===== src/hw/rtl/assert_macros.svh =====
// Assertion helpers shared by the RTL.
`ifndef ASSERT_MACROS_SVH
`define ASSERT_MACROS_SVH

`ifndef ASSERT_OFF

// Property must hold at every clock edge outside reset.
`define ASSERT_PROP(lbl, clk, rst, prop) \
  lbl: assert property (@(posedge clk) disable iff (rst) prop) \
    else $error("assertion failed");

// Expression must never be true outside reset.
`define ASSERT_NEVER(lbl, clk, rst, expr) \
  lbl: assert property (@(posedge clk) disable iff (rst) !(expr)) \
    else $error("forbidden condition seen");

`else

`define ASSERT_PROP(lbl, clk, rst, prop)
`define ASSERT_NEVER(lbl, clk, rst, expr)

`endif

`endif


===== src/hw/rtl/swd_pkg.sv =====
package swd_pkg;

  localparam int SAMPLE_W     = 16;
  localparam int ENERGY_W     = 32;
  localparam int COUNT_W      = 3;
  localparam int ENERGY_SHIFT = 6;   // square is divided by 64
  localparam int PADDR_W      = 5;
  localparam int PDATA_W      = 32;

  // Register reset values
  localparam logic [ENERGY_W-1:0] HIGH_THRESHOLD_RST = 32'd1000;
  localparam logic [ENERGY_W-1:0] LOW_THRESHOLD_RST  = 32'd100;
  localparam logic [COUNT_W-1:0]  WAKE_COUNT_RST     = 3'd4;
  localparam logic [COUNT_W-1:0]  DECAY_STEP_RST     = 3'd2;

  // Register index (byte address / 4)
  typedef enum logic [2:0] {
    REG_DETECT_ENABLE  = 3'd0,
    REG_HIGH_THRESHOLD = 3'd1,
    REG_LOW_THRESHOLD  = 3'd2,
    REG_WAKE_COUNT     = 3'd3,
    REG_DECAY_STEP     = 3'd4
  } swd_reg_t;

  // Per-sample work handed to the energy stage
  typedef struct packed {
    logic                first;     // first sample of a detecting block
    logic                accum;     // add this sample's difference energy
    logic                last;      // last sample of the block
    logic                mode;      // block runs in detection mode
    logic [SAMPLE_W-1:0] diff_mag;  // |previous - current|
  } swd_term_t;

  typedef struct packed {
    logic [ENERGY_W-1:0] high_threshold;
    logic [ENERGY_W-1:0] low_threshold;
    logic [COUNT_W-1:0]  wake_count;
    logic [COUNT_W-1:0]  decay_step;
  } swd_cfg_t;

  typedef struct packed {
    logic [ENERGY_W-1:0] energy;
    logic [COUNT_W-1:0]  level;
    logic                pulse;
    logic                flag;
  } swd_result_t;

endpackage


===== src/hw/rtl/sound_activity_wake_detector.sv =====
// Sound activity wake detector. Takes signed 16-bit samples in blocks of
// BLOCK_LEN and returns, for each one, its slot in a BUF_DEPTH ring buffer
// together with block energy and activity status. With detect_enable set at
// a block's first sample, each later sample adds (previous - current)^2 / 64
// to a saturating 32-bit block energy; at the block's last sample the energy
// moves the activity count (up at or above high_threshold, cleared below
// low_threshold, down by decay_step in between) and wake_pulse fires when
// the count reaches wake_count, setting the sticky wake_flag. One sample is
// accepted every clock cycle unless out_stall holds the pipeline; each result
// passes the stage-one register, then the output register. The sample
// difference is registered with the sample, and square-and-accumulate and
// threshold decision lie between them. The user must write registers over the
// APB port only while no sample is in flight; the block does not enforce it.
`include "assert_macros.svh"

module sound_activity_wake_detector
  import swd_pkg::*;
#(
  parameter int BLOCK_LEN = 64,
  parameter int BUF_DEPTH = 2048,
  localparam int ADDR_W   = $clog2(BUF_DEPTH)
) (
  input  logic                       clk,
  input  logic                       rst,
  // sample channel in
  input  logic                       in_valid,
  output logic                       in_stall,
  input  logic signed [SAMPLE_W-1:0] sample,
  // result channel out
  output logic                       out_valid,
  input  logic                       out_stall,
  output logic [ADDR_W-1:0]          write_address,
  output logic signed [SAMPLE_W-1:0] sample_out,
  output logic                       block_end,
  output logic [ENERGY_W-1:0]        block_energy,
  output logic [COUNT_W-1:0]         activity_level,
  output logic                       wake_pulse,
  output logic                       wake_flag,
  // configuration
  input  logic                       psel,
  input  logic                       penable,
  input  logic                       pwrite,
  input  logic [PADDR_W-1:0]         paddr,
  input  logic [PDATA_W-1:0]         pwdata,
  output logic [PDATA_W-1:0]         prdata,
  output logic                       pready
);

  localparam int POS_W = $clog2(BLOCK_LEN);
  localparam int SUM_W = ADDR_W + 10;
  localparam logic [POS_W-1:0]  POS_LAST  = POS_W'(BLOCK_LEN - 1);
  localparam logic [ADDR_W-1:0] ADDR_LAST = ADDR_W'(BUF_DEPTH - 1);
  localparam logic [SUM_W-1:0]  BLOCK_INC = SUM_W'(BLOCK_LEN);
  localparam logic [SUM_W-1:0]  RING_END  = SUM_W'(BUF_DEPTH);

  // Configuration registers
  logic                detect_enable;
  logic [ENERGY_W-1:0] high_threshold;
  logic [ENERGY_W-1:0] low_threshold;
  logic [COUNT_W-1:0]  wake_count;
  logic [COUNT_W-1:0]  decay_step;
  logic                cfg_write;
  swd_reg_t            reg_index;
  swd_cfg_t            cfg;

  // Block context
  logic [POS_W-1:0]          block_position;
  logic [ADDR_W-1:0]         block_start;
  logic [ADDR_W-1:0]         slot;
  logic signed [SAMPLE_W-1:0] previous_sample;
  logic                      block_detect_mode;

  // Stage one
  logic                       s1_valid;
  logic [ADDR_W-1:0]          s1_addr;
  logic signed [SAMPLE_W-1:0] s1_sample;
  swd_term_t                  s1_term;

  logic                       in_xfer;
  logic                       advance;
  logic                       first_pos;
  logic                       last_pos;
  logic                       mode_eff;
  logic signed [SAMPLE_W:0]   diff;
  logic [SAMPLE_W:0]          diff_abs;
  logic [SUM_W-1:0]           start_sum;
  logic [ADDR_W-1:0]          start_next;
  logic [ADDR_W-1:0]          slot_next;
  swd_result_t                result;

  // APB register file
  assign pready    = 1'b1;
  assign cfg_write = psel && penable && pwrite && pready;
  assign reg_index = swd_reg_t'(paddr[4:2]);

  always_ff @(posedge clk) begin
    if (rst) begin
      detect_enable  <= 1'b0;
      high_threshold <= HIGH_THRESHOLD_RST;
      low_threshold  <= LOW_THRESHOLD_RST;
      wake_count     <= WAKE_COUNT_RST;
      decay_step     <= DECAY_STEP_RST;
    end else if (cfg_write) begin
      unique case (reg_index)
        REG_DETECT_ENABLE:  detect_enable  <= pwdata[0];
        REG_HIGH_THRESHOLD: high_threshold <= pwdata;
        REG_LOW_THRESHOLD:  low_threshold  <= pwdata;
        REG_WAKE_COUNT:     wake_count     <= pwdata[COUNT_W-1:0];
        REG_DECAY_STEP:     decay_step     <= pwdata[COUNT_W-1:0];
        default: ;
      endcase
    end
  end

  always_comb begin
    unique case (reg_index)
      REG_DETECT_ENABLE:  prdata = PDATA_W'(detect_enable);
      REG_HIGH_THRESHOLD: prdata = high_threshold;
      REG_LOW_THRESHOLD:  prdata = low_threshold;
      REG_WAKE_COUNT:     prdata = PDATA_W'(wake_count);
      REG_DECAY_STEP:     prdata = PDATA_W'(decay_step);
      default:            prdata = '0;
    endcase
  end

  assign cfg.high_threshold = high_threshold;
  assign cfg.low_threshold  = low_threshold;
  assign cfg.wake_count     = wake_count;
  assign cfg.decay_step     = decay_step;

  // Pipeline flow
  assign advance  = !out_valid || !out_stall;
  assign in_stall = s1_valid && !advance;
  assign in_xfer  = in_valid && !in_stall;

  // Block position, ring slot and detection mode
  assign first_pos  = (block_position == '0);
  assign last_pos   = (block_position == POS_LAST);
  assign mode_eff   = first_pos ? detect_enable : block_detect_mode;
  assign start_sum  = SUM_W'(block_start) + BLOCK_INC;
  assign start_next = (start_sum >= RING_END) ? '0 : start_sum[ADDR_W-1:0];
  assign slot_next  = last_pos ? start_next :
                      ((slot == ADDR_LAST) ? '0 : slot + ADDR_W'(1));

  // Sample difference magnitude
  assign diff     = {previous_sample[SAMPLE_W-1], previous_sample}
                  - {sample[SAMPLE_W-1], sample};
  assign diff_abs = diff[SAMPLE_W] ? -diff : diff;

  always_ff @(posedge clk) begin
    if (rst) begin
      block_position    <= '0;
      block_start       <= '0;
      slot              <= '0;
      previous_sample   <= '0;
      block_detect_mode <= 1'b0;
    end else if (in_xfer) begin
      block_position    <= last_pos ? '0 : block_position + POS_W'(1);
      slot              <= slot_next;
      block_detect_mode <= mode_eff;
      if (last_pos) begin
        block_start <= start_next;
      end
      if (mode_eff) begin
        previous_sample <= sample;
      end
    end
  end

  // Stage one register
  always_ff @(posedge clk) begin
    if (rst) begin
      s1_valid <= 1'b0;
    end else if (advance || !s1_valid) begin
      s1_valid <= in_xfer;
    end
  end

  always_ff @(posedge clk) begin
    if (in_xfer) begin
      s1_addr           <= slot;
      s1_sample         <= sample;
      s1_term.first     <= first_pos && mode_eff;
      s1_term.accum     <= !first_pos && mode_eff;
      s1_term.last      <= last_pos;
      s1_term.mode      <= mode_eff;
      s1_term.diff_mag  <= diff_abs[SAMPLE_W-1:0];
    end
  end

  // Energy and activity
  swd_activity u_activity (
    .clk    (clk),
    .rst    (rst),
    .update (s1_valid && advance),
    .term   (s1_term),
    .cfg    (cfg),
    .result (result)
  );

  // Result register
  always_ff @(posedge clk) begin
    if (rst) begin
      out_valid <= 1'b0;
    end else if (advance) begin
      out_valid <= s1_valid;
    end
  end

  always_ff @(posedge clk) begin
    if (advance && s1_valid) begin
      write_address  <= s1_addr;
      sample_out     <= s1_sample;
      block_end      <= s1_term.last;
      block_energy   <= result.energy;
      activity_level <= result.level;
      wake_pulse     <= result.pulse;
      wake_flag      <= result.flag;
    end
  end

  // Checks
  `ASSERT_PROP(a_pulse_sets_flag, clk, rst, (out_valid && wake_pulse) |-> wake_flag)
  `ASSERT_PROP(a_energy_at_end, clk, rst, (out_valid && !block_end) |-> (block_energy == '0))
  `ASSERT_PROP(a_pulse_at_end, clk, rst, (out_valid && wake_pulse) |-> block_end)
  `ASSERT_NEVER(a_stall_empty, clk, rst, in_stall && !s1_valid)
  `ASSERT_NEVER(a_slot_range, clk, rst, out_valid && (SUM_W'(write_address) >= RING_END))

endmodule


===== src/hw/rtl/swd_activity.sv =====
// Energy accumulation and activity tracking for one sample per cycle on update.
module swd_activity
  import swd_pkg::*;
(
  input  logic        clk,
  input  logic        rst,
  input  logic        update,
  input  swd_term_t   term,
  input  swd_cfg_t    cfg,
  output swd_result_t result
);

  logic [ENERGY_W-1:0] energy_accumulator;
  logic [ENERGY_W-1:0] energy_accumulator_next;
  logic [COUNT_W-1:0]  activity_count;
  logic [COUNT_W-1:0]  activity_count_next;
  logic                wake_latch;
  logic                wake_latch_next;
  logic                pulse;

  logic [ENERGY_W-1:0] square;
  logic [ENERGY_W-1:0] step_energy;
  logic [ENERGY_W:0]   sum;
  logic [ENERGY_W-1:0] sum_sat;
  logic [COUNT_W:0]    count_inc;
  logic                check;

  // Difference square scaled by 1/64, saturating accumulate
  assign square      = ENERGY_W'(term.diff_mag) * ENERGY_W'(term.diff_mag);
  assign step_energy = square >> ENERGY_SHIFT;
  assign sum         = {1'b0, energy_accumulator} + {1'b0, step_energy};
  assign sum_sat     = sum[ENERGY_W] ? '1 : sum[ENERGY_W-1:0];

  always_comb begin
    if (term.first) begin
      energy_accumulator_next = '0;
    end else if (term.accum) begin
      energy_accumulator_next = sum_sat;
    end else begin
      energy_accumulator_next = energy_accumulator;
    end
  end

  // Block-end threshold decision; high test wins when thresholds cross
  assign count_inc = {1'b0, activity_count} + (COUNT_W+1)'(1);
  assign check     = term.last && term.mode;

  always_comb begin
    activity_count_next = activity_count;
    wake_latch_next     = wake_latch;
    pulse               = 1'b0;
    if (check) begin
      priority if (energy_accumulator_next >= cfg.high_threshold) begin
        if (count_inc >= {1'b0, cfg.wake_count}) begin
          activity_count_next = cfg.wake_count;
          pulse               = 1'b1;
          wake_latch_next     = 1'b1;
        end else begin
          activity_count_next = count_inc[COUNT_W-1:0];
        end
      end else if (energy_accumulator_next < cfg.low_threshold) begin
        activity_count_next = '0;
      end else begin
        activity_count_next = (activity_count > cfg.decay_step) ?
                              activity_count - cfg.decay_step : '0;
      end
    end
  end

  assign result.energy = check ? energy_accumulator_next : '0;
  assign result.level  = activity_count_next;
  assign result.pulse  = pulse;
  assign result.flag   = wake_latch_next;

  always_ff @(posedge clk) begin
    if (rst) begin
      energy_accumulator <= '0;
      activity_count     <= '0;
      wake_latch         <= 1'b0;
    end else if (update) begin
      energy_accumulator <= energy_accumulator_next;
      activity_count     <= activity_count_next;
      wake_latch         <= wake_latch_next;
    end
  end

endmodule

===== config.mk =====
export PLATFORM = sky130hd
export DESIGN_NAME = sound_activity_wake_detector
export DESIGN_NICKNAME = d
export VERILOG_FILES = /design/src/hw/rtl/swd_pkg.sv /design/src/hw/rtl/sound_activity_wake_detector.sv /design/src/hw/rtl/swd_activity.sv
export VERILOG_INCLUDE_DIRS = /design/src /design/src/hw/rtl
export SDC_FILE = /design/constraint.sdc
export NUM_CORES = 1
export LEC_CHECK = 0
export BUFFER_PORTS_ARGS = -buffer_cell sky130_fd_sc_hd__buf_4
export CAP_MARGIN = 10
export CORE_UTILIZATION = 40
export DETAILED_ROUTE_END_ITERATION = 6
export PLACE_DENSITY_LB_ADDON = 0.08
export SLEW_MARGIN = 25
export SYNTH_ARGS = -nofsm -noshare
export SYNTH_HDL_FRONTEND = slang
export SYNTH_SLANG_ARGS = --single-unit

===== constraint.sdc =====
create_clock -name clk -period 19.6 [get_ports clk]
set_clock_uncertainty 0.15 [all_clocks]
set_input_delay 0.98 -clock clk [delete_from_list [all_inputs] [get_ports clk]]
set_output_delay 0.98 -clock clk [all_outputs]
set_load 0.01 [all_outputs]

Yosys cells after proc, flatten, opt, wreduce, memory -nomap -nowiden --
Cells that the tools add are included. Widths: inputs -> output; s select.
Cells by class: muxes and demuxes 19, equal/unequal tests 6, magnitude comparators 5, $add $sub $neg 8, reduce and logical (&&, ||, !) cells 26, multiply operators 1
Operator list (count):
- $pmux 32 s5 | 1
- $mux 32 | 3
- $add 32x26->33 | 1
- $mux 11 | 3
- $ge 32x32->1 | 1
- $lt 32x32->1 | 1
- $mul 16x16->32 | 1
- $sub 16x16->17 | 1
- $mux 16 | 1
- $neg 16->16 | 1
- $reduce_and 2->1 | 8
- $mux 3 | 5
- $add 11x7->12 const B | 1
- $ge 12x12->1 const B | 1
- $add 11x1->11 const B | 1
- $eq 11x11->1 const B | 1
- $logic_and 1x1->1 | 8
- $add 6x1->6 const B | 1
- $eq 3x2->1 const B | 2
- $eq 6x6->1 const B | 1
- $logic_not 1->1 | 6
- $logic_not 6->1 | 1
- $mux 6 | 1
- $mux 1 | 5
- other kinds (8) | 9
Storage, ports and cells: logic and storage cells 94, bits in registers 266, bits of input ports 60, output and inout port bits 100

Logic depth before layout (Yosys ltp) --
Gate-level depths: netlist of run 1.
depth after elaboration 9, depth in mapped cells 48, depth with buffers taken out 46

Hierarchy --
Synthesis of run 1 repeated with hierarchy kept, for this count alone.
Unflattened totals: cells, all modules 2420, area total of the unflattened synthesis 21949.8 um^2
By module, submodules not included:
- swd_activity | area an instance 12290.5 um^2, seq. area each 720.7 um^2, instances 1, cells an instance 1506
- sound_activity_wake_detector | area an instance 9659.3 um^2, seq. area each 5725.5 um^2, instances 1, cells an instance 914

Worst setup path before layout of run 1 --
Ideal clock, no wire load.
path kind reg2reg, from register s1_term[1] in the netlist's numbering, to register activity_level[0] (data pin), setup time 152 ps, stages on the path, launching flop included 45, clock period less this slack 10389 ps, slack 9211 ps, data required time 19298 ps, arrival 10086 ps, path buffers 3, cell sequence edfxtp_1 clkbuf_1 clkbuf_1 nand2_1 fa_1 inv_1 fa_1 ha_1 fa_1 inv_1 fa_1 fa_1 inv_1 ha_1 a21o_1 a21oi_1 o22ai_1 o31a_1 (+9 left out) or3_1 o21ai_2 o31ai_4 nand2_2 buf_2 nand2_1 mux2i_1 nor2_1 ha_1 nand2_1 nor3_1 nand3_1 or3_1 a2111oi_0 a211oi_2 nor4b_1 a21oi_1 o21ai_0
RTL lines:
- start, declared | line sound_activity_wake_detector.sv:77 | swd_term_t s1_term;
- end signal, assigned | line sound_activity_wake_detector.sv:216 | activity_level <= result.level;
- end, declared | line sound_activity_wake_detector.sv:36 | output logic [COUNT_W-1:0] activity_level,

==> impl_results.html, run 1 <==
<table>
<tr><th>Metric</th><th>Value</th></tr>
<tr><th colspan="2">Critical path</th></tr>
<tr><td>Worst reg2reg setup slack</td><td>around 7.0 ns</td></tr>
<tr><td>Crit start category</td><td>register</td></tr>
<tr><td>Slowest cell delay on critical path</td><td>around 0.88 ns</td></tr>
<tr><td>Slowest-stage cell, CP</td><td>a211oi_1</td></tr>
<tr><td>Arrival time of data at the critical path endpoint</td><td>12.72 ns</td></tr>
<tr><td>Required time of the worst setup path</td><td>19.70 ns</td></tr>
<tr><td>Type of destination of the critical path</td><td>register</td></tr>
<tr><td>Worst reg2reg path endpoint</td><td>activity_level[1]</td></tr>
<tr><td>Startpoint of the most critical register-to-register path</td><td>s1_term[1]</td></tr>
<tr><td>Reg2Reg Depth</td><td>43</td></tr>
<tr><td>Worst-path fanout max</td><td>21</td></tr>
<tr><td>Type of the worst setup path</td><td>reg -&gt; reg</td></tr>
<tr><th colspan="2">Floorplan</th></tr>
<tr><td>Standard-cell row count</td><td>84</td></tr>
<tr><td>Total Die Area</td><td>54780 µm²</td></tr>
<tr><td>Core area</td><td>around 53000 µm²</td></tr>
<tr><td>Initial cell density of the core</td><td>0.4074</td></tr>
<tr><td>Vert. Die Dim</td><td>234.1 µm</td></tr>
<tr><td>IO Pins</td><td>160</td></tr>
<tr><td>Die outline width</td><td>234.1 µm</td></tr>
<tr><th colspan="2">CTS</th></tr>
<tr><td>Number of buffers inserted by hold repair at cts</td><td>0</td></tr>
<tr><td>Post-CTS resize count</td><td>0</td></tr>
<tr><td>Number of buffers inserted by post-CTS setup repair</td><td>0</td></tr>
<tr><td>TritonCTS clock tree</td><td>done</td></tr>
<tr><td>Number of buffers created by CTS</td><td>30</td></tr>
<tr><td>Number of buffers between clock root and the deepest sink</td><td>3</td></tr>
<tr><td>Root buffer cell</td><td>clkbuf_16</td></tr>
<tr><td>Clock slew seen by the registers of the worst setup and hold paths</td><td>roughly 0.06 ns</td></tr>
<tr><td>Number of H-tree branching levels</td><td>1</td></tr>
<tr><td>Clock insertion delay at the later pin of the skew report</td><td>0.57 ns</td></tr>
<tr><td>CTS Sinks</td><td>266</td></tr>
<tr><th colspan="2">Detailed routing</th></tr>
<tr><td>Per-cell via count in the routed design</td><td>5.194</td></tr>
<tr><td>Count of antenna-violating nets left after detailed routing</td><td>0</td></tr>
<tr><td>Via Count</td><td>16.65k</td></tr>
<tr><td>Total detailed-routing wirelength</td><td>55.72 mm</td></tr>
<tr><td>Violation count after the first detailed-route iteration</td><td>a little under 900</td></tr>
<tr><td>Iteration count of the initial detailed-routing pass</td><td>7</td></tr>
<tr><td>Wire length per cell</td><td>between 15 and 20 µm</td></tr>
<tr><td>Post-detailed-route DRC marker count</td><td>1</td></tr>
<tr><th colspan="2">Global routing</th></tr>
<tr><td>Global-route wire length before repair</td><td>about 90 mm</td></tr>
<tr><td>Met3 routing resource usage after global routing</td><td>0.02091</td></tr>
<tr><td>Total global routing overflow</td><td>0</td></tr>
<tr><td>Via count of the first global-routing pass</td><td>approximately 16k</td></tr>
<tr><td>Pin count of the biggest net entering global routing</td><td>64</td></tr>
<tr><td>Routing usage on met2</td><td>0.3351</td></tr>
<tr><td>Antenna violations before repair</td><td>0</td></tr>
<tr><td>Routing layer with the top usage in global route</td><td>met2</td></tr>
<tr><td>Total GRT Usage</td><td>0.2072</td></tr>
<tr><td>Routing usage on met1</td><td>0.3005</td></tr>
<tr><th colspan="2">STA</th></tr>
<tr><td>Tcrit/Tclk final</td><td>0.6439</td></tr>
<tr><td>Aggregate negative setup slack</td><td>0 ns</td></tr>
<tr><td>Post-layout min period</td><td>around 13 ns</td></tr>
<tr><td>Count of endpoints failing setup in the final report</td><td>0</td></tr>
<tr><td>Slew at the pin closest to its max-slew limit</td><td>1.040 ns</td></tr>
<tr><td>Unrepaired setup endpoints after global routing</td><td>no</td></tr>
<tr><td>Max frequency</td><td>79.24 MHz</td></tr>
<tr><td>Final slew viol count</td><td>0</td></tr>
<tr><td>Max transition margin</td><td>0.3023</td></tr>
<tr><td>Final Hold Vio Count</td><td>0</td></tr>
<tr><th colspan="2">Synthesis</th></tr>
<tr><td>Number of flip-flops and latches in the synthesized netlist</td><td>266</td></tr>
<tr><td>Cell type with the largest total area after synthesis</td><td>edfxtp_1</td></tr>
<tr><td>Total of warnings raised by yosys</td><td>0</td></tr>
<tr><td>Dominant cell by count in the synthesized netlist</td><td>inv_1</td></tr>
<tr><td>Netlist area before placement</td><td>about 22000 µm²</td></tr>
<tr><td>Number of distinct library cell variants in the gate-level netlist after synthesis</td><td>95</td></tr>
<tr><td>List of most frequent post-synthesis cells</td><td>inv_1, nand2_1, ha_1</td></tr>
<tr><td>Share of the yosys chip area belonging to registers</td><td>0.2993</td></tr>
<tr><td>Post-synth EDFFs</td><td>112</td></tr>
<tr><td>Dominant cells by area after synthesis</td><td>edfxtp_1, fa_1, dfxtp_1, ha_1, inv_1</td></tr>
<tr><td>Cell count after synthesis</td><td>2372</td></tr>
<tr><td>Syn nets</td><td>approximately 2.8k</td></tr>
<tr><td>Average size of a mapped cell</td><td>9.081 µm²</td></tr>
<tr><td>Top FF cell, synth</td><td>dfxtp_1</td></tr>
<tr><td>Fraction of post-synthesis cell area in the top cell type by area</td><td>0.1561</td></tr>
<tr><td>Async SR Flop Fraction</td><td>0</td></tr>
<tr><th colspan="2">Place</th></tr>
<tr><td>Global placement routability congestion</td><td>between 0.8 and 0.9</td></tr>
<tr><td>Input/output buffers</td><td>156</td></tr>
<tr><td>Post-DP HPWL</td><td>42.82 mm</td></tr>
<tr><th colspan="2">Run status</th></tr>
<tr><td>Violated checks</td><td>DRC</td></tr>
<tr><td>Outcome</td><td>finished with violations</td></tr>
<tr><th colspan="2">Min path</th></tr>
<tr><td>Worst hold path stage count</td><td>0</td></tr>
<tr><td>Worst hold path type</td><td>reg -&gt; reg</td></tr>
<tr><td>Beginning of the worst hold path</td><td>s1_sample[13]</td></tr>
<tr><td>End point of the most critical hold path</td><td>sample_out[13]</td></tr>
<tr><th colspan="2">Layout</th></tr>
<tr><td>Synth-to-Final Area Change</td><td>13.62%</td></tr>
<tr><td>Layout cells sized above 1</td><td>0.1120</td></tr>
<tr><td>Fillcell total</td><td>5205</td></tr>
<tr><td>Final net count</td><td>2938</td></tr>
<tr><td>Antenna diode instance count</td><td>0</td></tr>
<tr><th colspan="2">Flow run</th></tr>
<tr><td>MaxCap Viol Count</td><td>0</td></tr>
</table>
==> how the worst max path moves through the flow <==
stage	from	to	slack (ns)	depth (start not counted)
after floorplan	s1_term[1]	activity_level[0]	9.21	44
after global placement	s1_term[1]	activity_level[1]	7.17	43
after detailed placement	s1_term[1]	activity_level[1]	7.13	43
after CTS	s1_term[1]	activity_level[1]	7.06	43
after global routing	s1_term[1]	activity_level[1]	6.27	43
final	s1_term[1]	activity_level[1]	6.98	43
==> cells in the final DEF, fill, tap and decap left out, types with 11 or more instances in the layout <==
cell type  synthesis  layout
nand2_1          307     306
xor2_1            39      39
a211oi_1          21      21
o21bai_1          12      12
a311oi_1          11      11
buf_4              1     183
dfxtp_1          154     154
fa_1             165     165
nor3_1            30      30
xnor2_1           50      50
clkbuf_1          87      11
a22o_1            29      29
o21a_1            14      14
ha_1             219     219
mux2i_1           13      13
a21o_1            35      35
nor2_1           174     174
clkbuf_16          0      34
a21oi_1          168     168
nand4_1           21      21
nand3_1           30      30
and2_1            61      60
o21ai_0           51      51
a211o_1           11      11
inv_1            346     344
edfxtp_1         112     112
nand2b_1          13      13
and3_1            34      34
nor2b_1           14      13
==> state kept, by name, indices dropped and copies added (netlist names), 3 cells and up <==
name and flops:
wake_count 3, block_start 11, block_energy 32, sample_out 16, high_threshold 32, u_activity.energy_accumulator 32, slot 11, decay_step 3
u_activity.activity_count 3, s1_addr 11, s1_sample 16, write_address 11, block_position 6, s1_term 20, previous_sample 16, activity_level 3
low_threshold 32
==> worst max-delay path: cells and delay by family, from the launching register on <==
family,cells,cell delay (ns)
simple gates,10,2.32
compound gates,17,4.58
xor+xnor,1,0.15
fa+ha+maj,9,4.01
flops,1,0.74
buf+inv,6,0.31
==> layout make-up <==
type | instances | area [µm²] | share of cell area
Sequential cell | 266 | 6446 | 0.2634
Clock inverter | 2 | 35.03 | 0.001432
Timing Repair Buffer | 183 | 1374 | 0.05614
Inverter | 346 | 1300 | 0.05312
Multi-Input combinational cell | 1667 | 13440 | 0.5492
Clock buffer | 54 | 1016 | 0.04152
Tap cell | 688 | 860.8 | 0.03518
==> kinds of logic (layout without fill, tap and decap cells) <==
group                      after synthesis  after routing  share of synthesized area
DFF                                    266            266                     0.2993
AOI/OAI and AO/OA                      450            450                     0.1443
buffers and inverters                  439            585                    0.07749
adders and majority gates              384            384                     0.2806
xor gates and xnor gates                89             89                    0.03619
and+or+nand+nor                        727            727                     0.1544
muxes                                   16             16                   0.007609
other                                    1              1                  0.0001741
==> layer usage <==
metal	vias up	share of wire
li1	8229	-
met1	8060	0.48
met2	315	0.47
met3	49	0.044
met4	0	0.015
met5	-	0
==> per-stage QoR <==
| step | area, µm² | setup slack (ns) | util | hold slack (ns) | cells |
|---|---|---|---|---|---|
| after CTS | 24470 | 7.061 | 0.4629 | 0.2688 | 3206 |
| after detailed placement | 23420 | 7.134 | 0.4430 | 0.2545 | 3150 |
| after global routing | 24470 | 6.266 | 0.4629 | 0.2695 | 3206 |
| after floorplan | 21540 | 9.211 | - | 0.2503 | 2372 |
| final | 24470 | 6.979 | 0.4629 | 0.2681 | 3206 |
| after global placement | 23420 | 7.175 | 0.4430 | 0.2503 | 3150 |
Power of run 1 is left out: the tool's default activity adds up to more than one toggle a clock period on the data nets, which glitch-free logic cannot reach.
==> inputs of run 2 (changes only) <==
==> constraint.sdc (replaced) <==
create_clock -name clk -period 11.2 [get_ports clk]
set_clock_uncertainty 0.15 [all_clocks]
set_input_delay 0.56 -clock clk [delete_from_list [all_inputs] [get_ports clk]]
set_output_delay 0.56 -clock clk [all_outputs]
set_load 0.01 [all_outputs]
==> run 2 against run 1 <==
Net effect:
- the run still ends with DRC left
- utilization is 1.3 points higher
- setup slack worse by 6.6 ns
- critical path depth increased by 3
- critical path type unchanged
- sequential cell count unchanged
==> impl_results.html, run 2 (synthesis results as in run 1) <==
<table>
<tr><th>Metric</th><th>Value</th></tr>
<tr><th colspan="2">Run status</th></tr>
<tr><td>Outcome</td><td>finished with violations (unchanged)</td></tr>
<tr><td>Violated checks</td><td>DRC (unchanged)</td></tr>
<tr><th colspan="2">Critical path</th></tr>
<tr><td>Reg2Reg Depth</td><td>46 (was 43)</td></tr>
<tr><td>Slowest cell delay on critical path</td><td>0.56 ns (was 0.88 ns)</td></tr>
<tr><td>Type of the worst setup path</td><td>reg -&gt; reg (unchanged)</td></tr>
<tr><td>Worst reg2reg path endpoint</td><td>activity_level[2] (was activity_level[1])</td></tr>
<tr><td>Worst-path fanout max</td><td>8 (was 21)</td></tr>
<tr><td>Crit start category</td><td>register (unchanged)</td></tr>
<tr><td>Required time of the worst setup path</td><td>11.32 ns (was 19.70 ns)</td></tr>
<tr><td>Cell repeated most along the worst path</td><td>fa_1</td></tr>
<tr><td>Origin of the worst setup path</td><td>s1_term[1] (unchanged)</td></tr>
<tr><td>Arrival time of data at the critical path endpoint</td><td>10.91 ns (was 12.72 ns)</td></tr>
<tr><td>Type of destination of the critical path</td><td>register (unchanged)</td></tr>
<tr><td>Critical Path Stages</td><td>46 (was 43)</td></tr>
<tr><td>Worst Path Buf+Inv</td><td>9 (was 6)</td></tr>
<tr><td>Worst reg2reg setup slack</td><td>0.42 ns (was 6.98 ns)</td></tr>
<tr><td>Slowest-stage cell, CP</td><td>fa_1 (was a211oi_1)</td></tr>
<tr><td>Worst path top cell family by delay</td><td>adder cells (was compound AO/OA/AOI/OAI gates)</td></tr>
<tr><td>Startpoint of the most critical register-to-register path</td><td>s1_term[1] (unchanged)</td></tr>
<tr><td>CP endpoint</td><td>activity_level[2] (was activity_level[1])</td></tr>
<tr><th colspan="2">Layout</th></tr>
<tr><td>Layout cells sized above 1</td><td>0.1488 (was 0.1120)</td></tr>
<tr><td>Fillcell total</td><td>5144 (was 5205)</td></tr>
<tr><td>Top library cells by usage in the layout, fill and taps aside</td><td>inv_1, nand2_1, buf_4 (was inv_1, nand2_1, ha_1)</td></tr>
<tr><td>Synth-to-Final Area Change</td><td>16.85% (was 13.62%)</td></tr>
<tr><td>Final net count</td><td>3009 (was 2938)</td></tr>
<tr><td>Leading cell type in the layout, fill and taps excluded</td><td>inv_1 (unchanged)</td></tr>
<tr><td>Antenna diode instance count</td><td>0 (unchanged)</td></tr>
<tr><th colspan="2">Detailed routing</th></tr>
<tr><td>Total detailed-routing wirelength</td><td>56.02 mm (was 55.72 mm)</td></tr>
<tr><td>Met1 WL</td><td>27.56 mm (was 26.51 mm)</td></tr>
<tr><td>Via Count</td><td>16.82k (was 16.65k)</td></tr>
<tr><td>Wire length per cell</td><td>17.10 µm (was 17.38 µm)</td></tr>
<tr><td>Violation count after the first detailed-route iteration</td><td>979 (was 883)</td></tr>
<tr><td>DR WL met3</td><td>1.747 mm (was 2.467 mm)</td></tr>
<tr><td>Highest layer used for signal routing</td><td>met4 (unchanged)</td></tr>
<tr><td>Per-cell via count in the routed design</td><td>5.136 (was 5.194)</td></tr>
<tr><td>Total met2 wirelength after detailed routing</td><td>25.82 mm (was 25.93 mm)</td></tr>
<tr><td>Post-detailed-route DRC marker count</td><td>1 (unchanged)</td></tr>
<tr><td>Iteration count of the initial detailed-routing pass</td><td>7 (unchanged)</td></tr>
<tr><td>Count of antenna-violating nets left after detailed routing</td><td>0 (unchanged)</td></tr>
<tr><th colspan="2">STA</th></tr>
<tr><td>Worst Slack Setup Final</td><td>0.4180 ns (was 6.979 ns)</td></tr>
<tr><td>Max transition margin</td><td>0.3750 (was 0.3023)</td></tr>
<tr><td>Final slew viol count</td><td>0 (unchanged)</td></tr>
<tr><td>Slew at the pin closest to its max-slew limit</td><td>0.9355 ns (was 1.040 ns)</td></tr>
<tr><td>Post-layout min period</td><td>10.78 ns (was 12.62 ns)</td></tr>
<tr><td>Worst hold margin</td><td>0.04793 ns (was 0.2681 ns)</td></tr>
<tr><td>Final Hold Vio Count</td><td>0 (unchanged)</td></tr>
<tr><td>Max frequency</td><td>92.75 MHz (was 79.24 MHz)</td></tr>
<tr><td>Tcrit/Tclk final</td><td>0.9627 (was 0.6439)</td></tr>
<tr><td>Count of endpoints failing setup in the final report</td><td>0 (unchanged)</td></tr>
<tr><td>Unrepaired setup endpoints after global routing</td><td>yes (was no)</td></tr>
<tr><th colspan="2">CTS</th></tr>
<tr><td>TritonCTS clock tree</td><td>done (unchanged)</td></tr>
<tr><td>Clock insertion delay at the later pin of the skew report</td><td>0.58 ns (was 0.57 ns)</td></tr>
<tr><td>Clock slew seen by the registers of the worst setup and hold paths</td><td>0.07 ns (was 0.06 ns)</td></tr>
<tr><td>CTS Sinks</td><td>266 (unchanged)</td></tr>
<tr><td>Root buffer cell</td><td>clkbuf_16 (unchanged)</td></tr>
<tr><td>Number of buffers created by CTS</td><td>30 (unchanged)</td></tr>
<tr><td>Number of buffers between clock root and the deepest sink</td><td>3 (unchanged)</td></tr>
<tr><td>Number of H-tree branching levels</td><td>1 (unchanged)</td></tr>
<tr><td>Number of buffers inserted by hold repair at cts</td><td>0 (unchanged)</td></tr>
<tr><th colspan="2">Floorplan</th></tr>
<tr><td>Core area</td><td>52870 µm² (unchanged)</td></tr>
<tr><td>Die outline width</td><td>234.1 µm (unchanged)</td></tr>
<tr><td>IO Pins</td><td>160 (unchanged)</td></tr>
<tr><td>Initial cell density of the core</td><td>0.4074 (unchanged)</td></tr>
<tr><td>Total Die Area</td><td>54780 µm² (unchanged)</td></tr>
<tr><td>Vert. Die Dim</td><td>234.1 µm (unchanged)</td></tr>
<tr><td>Standard-cell row count</td><td>84 (unchanged)</td></tr>
<tr><th colspan="2">Place</th></tr>
<tr><td>Post-DP HPWL</td><td>43.66 mm (was 42.82 mm)</td></tr>
<tr><td>Input/output buffers</td><td>156 (unchanged)</td></tr>
<tr><td>Worst-case setup slack after placement</td><td>0.06272 ns (was 7.134 ns)</td></tr>
<tr><td>Global placement routability congestion</td><td>0.8547 (was 0.8362)</td></tr>
<tr><th colspan="2">Flow run</th></tr>
<tr><td>MaxCap Viol Count</td><td>0 (unchanged)</td></tr>
<tr><th colspan="2">Global routing</th></tr>
<tr><td>Pin count of the biggest net entering global routing</td><td>74 (was 64)</td></tr>
<tr><td>Antenna violations before repair</td><td>1 (was 0)</td></tr>
<tr><td>Global-route wire length before repair</td><td>89.50 mm (was 89.69 mm)</td></tr>
<tr><td>Via count of the first global-routing pass</td><td>16.58k (was 16.48k)</td></tr>
<tr><td>Total global routing overflow</td><td>0 (unchanged)</td></tr>
<tr><td>Total GRT Usage</td><td>0.2055 (was 0.2072)</td></tr>
<tr><th colspan="2">Min path</th></tr>
<tr><td>Worst hold path type</td><td>in -&gt; reg (was reg -&gt; reg)</td></tr>
</table>
==> run 2: changes by cell type in the layout (fill, tap and decap cells not counted), sizes merged <==
cell,change
buf,+71
bufinv,+1
clkbuf,-9
clkinv,+7
clkinvlp,+1
inv,-1
==> run 2: how the worst min path moves through the flow <==
stage | startpoint | endpoint | slack, ns | cells after the start
after floorplan | s1_sample[0] | sample_out[0] | 0.25 | 0
after global placement | s1_sample[7] | sample_out[7] | 0.25 | 0
after detailed placement | s1_sample[3] | sample_out[3] | 0.25 | 0
after CTS | sample[11] | s1_sample[11] | 0.02 | 1
after global routing | sample[11] | s1_sample[11] | 0.03 | 1
final | sample[11] | s1_sample[11] | 0.05 | 1
==> run 2: metrics by stage <==
stage	util	std cells	area, µm²	setup TNS, ns
after CTS	0.4715	3269	24930	0
after global routing	0.4761	3276	25170	-0.3332
after global placement	0.4523	3214	23910	0
after floorplan	-	2372	21540	0
final	0.4761	3276	25170	0
after detailed placement	0.4524	3214	23910	0
==> run 2: per-layer routing <==
layer,vias to the layer above,GRT usage
li1,8363,-
met1,8165,0.3033
met2,242,0.3266
met3,54,0.01787
met4,0,0.04079
met5,-,0
==> run 2: final cells by class <==
| class | count | area (µm²) | share of cell area |
|---|---|---|---|
| multi-input combinational | 1667 | 13610 | 0.5409 |
| sequential | 266 | 6446 | 0.2561 |
| timing repair buffer | 254 | 1931 | 0.07671 |
| inverter | 346 | 1304 | 0.05180 |
| clock buffer | 45 | 909.6 | 0.03614 |
| tap | 688 | 860.8 | 0.03420 |
| clock inverter | 10 | 103.9 | 0.004126 |
==> run 2: timing repair <==
item / in CTS / in global routing
setup buffers: 0 / 7
gates resized for setup: 0 / 47
setup endpoints to repair: 0 / 9
Power of run 2 is left out for the same reason.
==> inputs of run 3 (changes only) <==
--- a/config.mk
+++ b/config.mk
@@ -7,10 +7,10 @@
 export NUM_CORES = 1
 export LEC_CHECK = 0
 export BUFFER_PORTS_ARGS = -buffer_cell sky130_fd_sc_hd__buf_4
-export CAP_MARGIN = 10
 export CORE_UTILIZATION = 40
 export DETAILED_ROUTE_END_ITERATION = 6
 export PLACE_DENSITY_LB_ADDON = 0.08
+export RECOVER_POWER = 25
 export SLEW_MARGIN = 25
 export SYNTH_ARGS = -nofsm -noshare
 export SYNTH_HDL_FRONTEND = slang
==> run 3 against run 2 <==
Net effect:
- the flow finishes with violations (DRC, capacitance limit, slew limit)
- non-clock buffer count did not move
- final area fell by 0.98%
- first-iteration DRC count fell by 4.7%
- sequential cell count did not move
- die area did not move
- setup slack got worse by 0.034 ns
- count of clock-buffer cells in the layout did not move
==> impl_results.html, run 3 (synthesis results as in run 1) <==
<table>
<tr><th>Metric</th><th>Value</th></tr>
<tr><th colspan="2">Critical path</th></tr>
<tr><td>Slowest-stage cell, CP</td><td>fa_1 (unchanged)</td></tr>
<tr><td>Cell repeated most along the worst path</td><td>fa_1 (unchanged)</td></tr>
<tr><td>Startpoint of the most critical register-to-register path</td><td>s1_term[1] (unchanged)</td></tr>
<tr><td>Worst reg2reg setup slack</td><td>0.38 ns (was 0.42 ns)</td></tr>
<tr><td>Arrival time of data at the critical path endpoint</td><td>10.93 ns (was 10.91 ns)</td></tr>
<tr><td>Type of destination of the critical path</td><td>register (unchanged)</td></tr>
<tr><td>Slowest cell delay on critical path</td><td>0.56 ns (about the same)</td></tr>
<tr><td>Type of the worst setup path</td><td>reg -&gt; reg (unchanged)</td></tr>
<tr><td>Required time of the worst setup path</td><td>11.32 ns (about the same)</td></tr>
<tr><td>Worst reg2reg path endpoint</td><td>activity_level[0] (was activity_level[2])</td></tr>
<tr><td>Worst-path fanout max</td><td>8 (unchanged)</td></tr>
<tr><td>Reg2Reg Depth</td><td>46 (unchanged)</td></tr>
<tr><td>Crit start category</td><td>register (unchanged)</td></tr>
<tr><th colspan="2">STA</th></tr>
<tr><td>Final Hold Vio Count</td><td>0 (unchanged)</td></tr>
<tr><td>Max transition margin</td><td>-1.190 (was 0.3750)</td></tr>
<tr><td>Aggregate negative setup slack</td><td>0 ns (unchanged)</td></tr>
<tr><td>Unrepaired setup endpoints after global routing</td><td>yes (unchanged)</td></tr>
<tr><td>Tcrit/Tclk final</td><td>0.9657 (was 0.9627)</td></tr>
<tr><td>Count of endpoints failing setup in the final report</td><td>0 (unchanged)</td></tr>
<tr><td>Post-layout min period</td><td>10.82 ns (was 10.78 ns)</td></tr>
<tr><td>Worst Slack Setup Final</td><td>0.3845 ns (was 0.4180 ns)</td></tr>
<tr><td>Slew at the pin closest to its max-slew limit</td><td>3.284 ns (was 0.9355 ns)</td></tr>
<tr><td>Final slew viol count</td><td>112 (was 0)</td></tr>
<tr><td>Max frequency</td><td>92.46 MHz (was 92.75 MHz)</td></tr>
<tr><th colspan="2">Global routing</th></tr>
<tr><td>Total global routing overflow</td><td>0 (unchanged)</td></tr>
<tr><td>Total GRT Usage</td><td>0.2055 (unchanged)</td></tr>
<tr><td>Global-route wire length before repair</td><td>89.50 mm (unchanged)</td></tr>
<tr><td>Antenna violations before repair</td><td>1 (unchanged)</td></tr>
<tr><td>Pin count of the biggest net entering global routing</td><td>74 (unchanged)</td></tr>
<tr><td>Via count of the first global-routing pass</td><td>16.58k (unchanged)</td></tr>
<tr><th colspan="2">Place</th></tr>
<tr><td>Global placement routability congestion</td><td>0.8547 (unchanged)</td></tr>
<tr><td>Worst-case setup slack after placement</td><td>0.06272 ns (unchanged)</td></tr>
<tr><td>Post-DP HPWL</td><td>43.66 mm (unchanged)</td></tr>
<tr><td>Input/output buffers</td><td>156 (unchanged)</td></tr>
<tr><td>Cell area after placement</td><td>23910 µm² (unchanged)</td></tr>
<tr><th colspan="2">Detailed routing</th></tr>
<tr><td>Per-cell via count in the routed design</td><td>5.144 (was 5.136)</td></tr>
<tr><td>Count of antenna-violating nets left after detailed routing</td><td>0 (unchanged)</td></tr>
<tr><td>Post-detailed-route DRC marker count</td><td>1 (unchanged)</td></tr>
<tr><td>Violation count after the first detailed-route iteration</td><td>933 (was 979)</td></tr>
<tr><td>Total detailed-routing wirelength</td><td>55.94 mm (was 56.02 mm)</td></tr>
<tr><td>Wire length per cell</td><td>17.08 µm (was 17.10 µm)</td></tr>
<tr><td>Iteration count of the initial detailed-routing pass</td><td>7 (unchanged)</td></tr>
<tr><td>Via Count</td><td>16.85k (was 16.82k)</td></tr>
<tr><th colspan="2">CTS</th></tr>
<tr><td>Clock insertion delay at the later pin of the skew report</td><td>0.58 ns (about the same)</td></tr>
<tr><td>TritonCTS clock tree</td><td>done (unchanged)</td></tr>
<tr><td>Number of buffers inserted by hold repair at cts</td><td>0 (unchanged)</td></tr>
<tr><td>Number of buffers between clock root and the deepest sink</td><td>3 (unchanged)</td></tr>
<tr><td>Number of buffers created by CTS</td><td>30 (unchanged)</td></tr>
<tr><td>CTS Sinks</td><td>266 (unchanged)</td></tr>
<tr><td>Clock slew seen by the registers of the worst setup and hold paths</td><td>0.06 ns (was 0.07 ns)</td></tr>
<tr><td>Number of H-tree branching levels</td><td>1 (unchanged)</td></tr>
<tr><td>Root buffer cell</td><td>clkbuf_16 (unchanged)</td></tr>
<tr><th colspan="2">Flow run</th></tr>
<tr><td>MaxCap Viol Count</td><td>2 (was 0)</td></tr>
<tr><th colspan="2">Floorplan</th></tr>
<tr><td>Vert. Die Dim</td><td>234.1 µm (unchanged)</td></tr>
<tr><td>Initial cell density of the core</td><td>0.4074 (unchanged)</td></tr>
<tr><td>Core area</td><td>52870 µm² (unchanged)</td></tr>
<tr><td>IO Pins</td><td>160 (unchanged)</td></tr>
<tr><td>Standard-cell row count</td><td>84 (unchanged)</td></tr>
<tr><td>Total Die Area</td><td>54780 µm² (unchanged)</td></tr>
<tr><td>Die outline width</td><td>234.1 µm (unchanged)</td></tr>
<tr><th colspan="2">Min path</th></tr>
<tr><td>Worst hold path stage count</td><td>2 (was 1)</td></tr>
<tr><td>End point of the most critical hold path</td><td>high_threshold[8] (was s1_sample[11])</td></tr>
<tr><td>Worst hold path type</td><td>in -&gt; reg (unchanged)</td></tr>
<tr><td>Beginning of the worst hold path</td><td>pwdata[8] (was sample[11])</td></tr>
<tr><th colspan="2">Run status</th></tr>
<tr><td>Outcome</td><td>finished with violations (unchanged)</td></tr>
<tr><td>Violated checks</td><td>DRC, capacitance limit, slew limit (was DRC)</td></tr>
<tr><th colspan="2">Layout</th></tr>
<tr><td>Antenna diode instance count</td><td>0 (unchanged)</td></tr>
<tr><td>Post-layout instance area</td><td>24920 µm² (was 25170 µm²)</td></tr>
<tr><td>Fillcell total</td><td>5201 (was 5144)</td></tr>
<tr><td>Synth-to-Final Area Change</td><td>15.70% (was 16.85%)</td></tr>
<tr><td>Top library cells by usage in the layout, fill and taps aside</td><td>inv_1, nand2_1, ha_1 (was inv_1, nand2_1, buf_4)</td></tr>
<tr><td>Final net count</td><td>3009 (unchanged)</td></tr>
<tr><td>Layout cells sized above 1</td><td>0.1233 (was 0.1488)</td></tr>
<tr><td>Leading cell type in the layout, fill and taps excluded</td><td>inv_1 (unchanged)</td></tr>
</table>
[run 3: through the flow]
stage	util	cells	hold WS (ns)
2_1_floorplan	-	2372	0.2503
3_3_place_gp	0.4523	3214	0.2516
4_1_cts	0.4715	3269	0.02239
5_1_grt	0.4714	3276	0.04461
3_5_place_dp	0.4524	3214	0.2545
6_report	0.4714	3276	0.05548
[run 3: layer usage]
metal / wire, µm / GRT usage
met1: 27290 / 0.3033
met2: 25800 / 0.3266
met3: 1973 / 0.01787
met4: 879 / 0.04079
met5: 0 / 0
[run 3: worst max path at each step]
| stage | start | end | slack [ns] | cells past startpoint |
|---|---|---|---|---|
| after floorplan | s1_term[1] | activity_level[0] | 0.81 | 44 |
| after detailed placement | s1_term[3] | activity_level[2] | 0.06 | 45 |
| final | s1_term[1] | activity_level[0] | 0.38 | 46 |
| after CTS | s1_term[3] | activity_level[0] | 0.01 | 45 |
| after global placement | s1_term[3] | activity_level[2] | 0.21 | 45 |
| after global routing | s1_term[1] | activity_level[0] | -0.09 | 46 |
[run 3: worst max-delay path: cells and delay by family (launching register included)]
| kind | cells | cell delay (ns) |
|---|---|---|
| AO/OA/AOI/OAI | 18 | 3.27 |
| XOR/XNOR | 2 | 0.30 |
| adder cells (fa/ha/maj) | 9 | 3.88 |
| buffers and inverters | 9 | 0.96 |
| flip-flops | 1 | 0.44 |
| AND/OR/NAND/NOR | 8 | 1.51 |
[run 3: cell type report]
cell class,count,area [µm²],area share
Inverter,346,1304,0.05232
Multi-Input combinational cell,1667,13610,0.5463
Timing Repair Buffer,254,1683,0.06753
Sequential cell,266,6446,0.2587
Tap cell,688,860.8,0.03454
Clock inverter,10,103.9,0.004167
Clock buffer,45,909.6,0.03650
[run 3: repair_timing]
action                                  4_1_cts  5_1_grt
resized for setup                             0       47
endpoints found under the setup margin        0        9
hold endpoints to repair                      0        0
setup buffers                                 0        7
Power of run 3 is left out for the same reason.
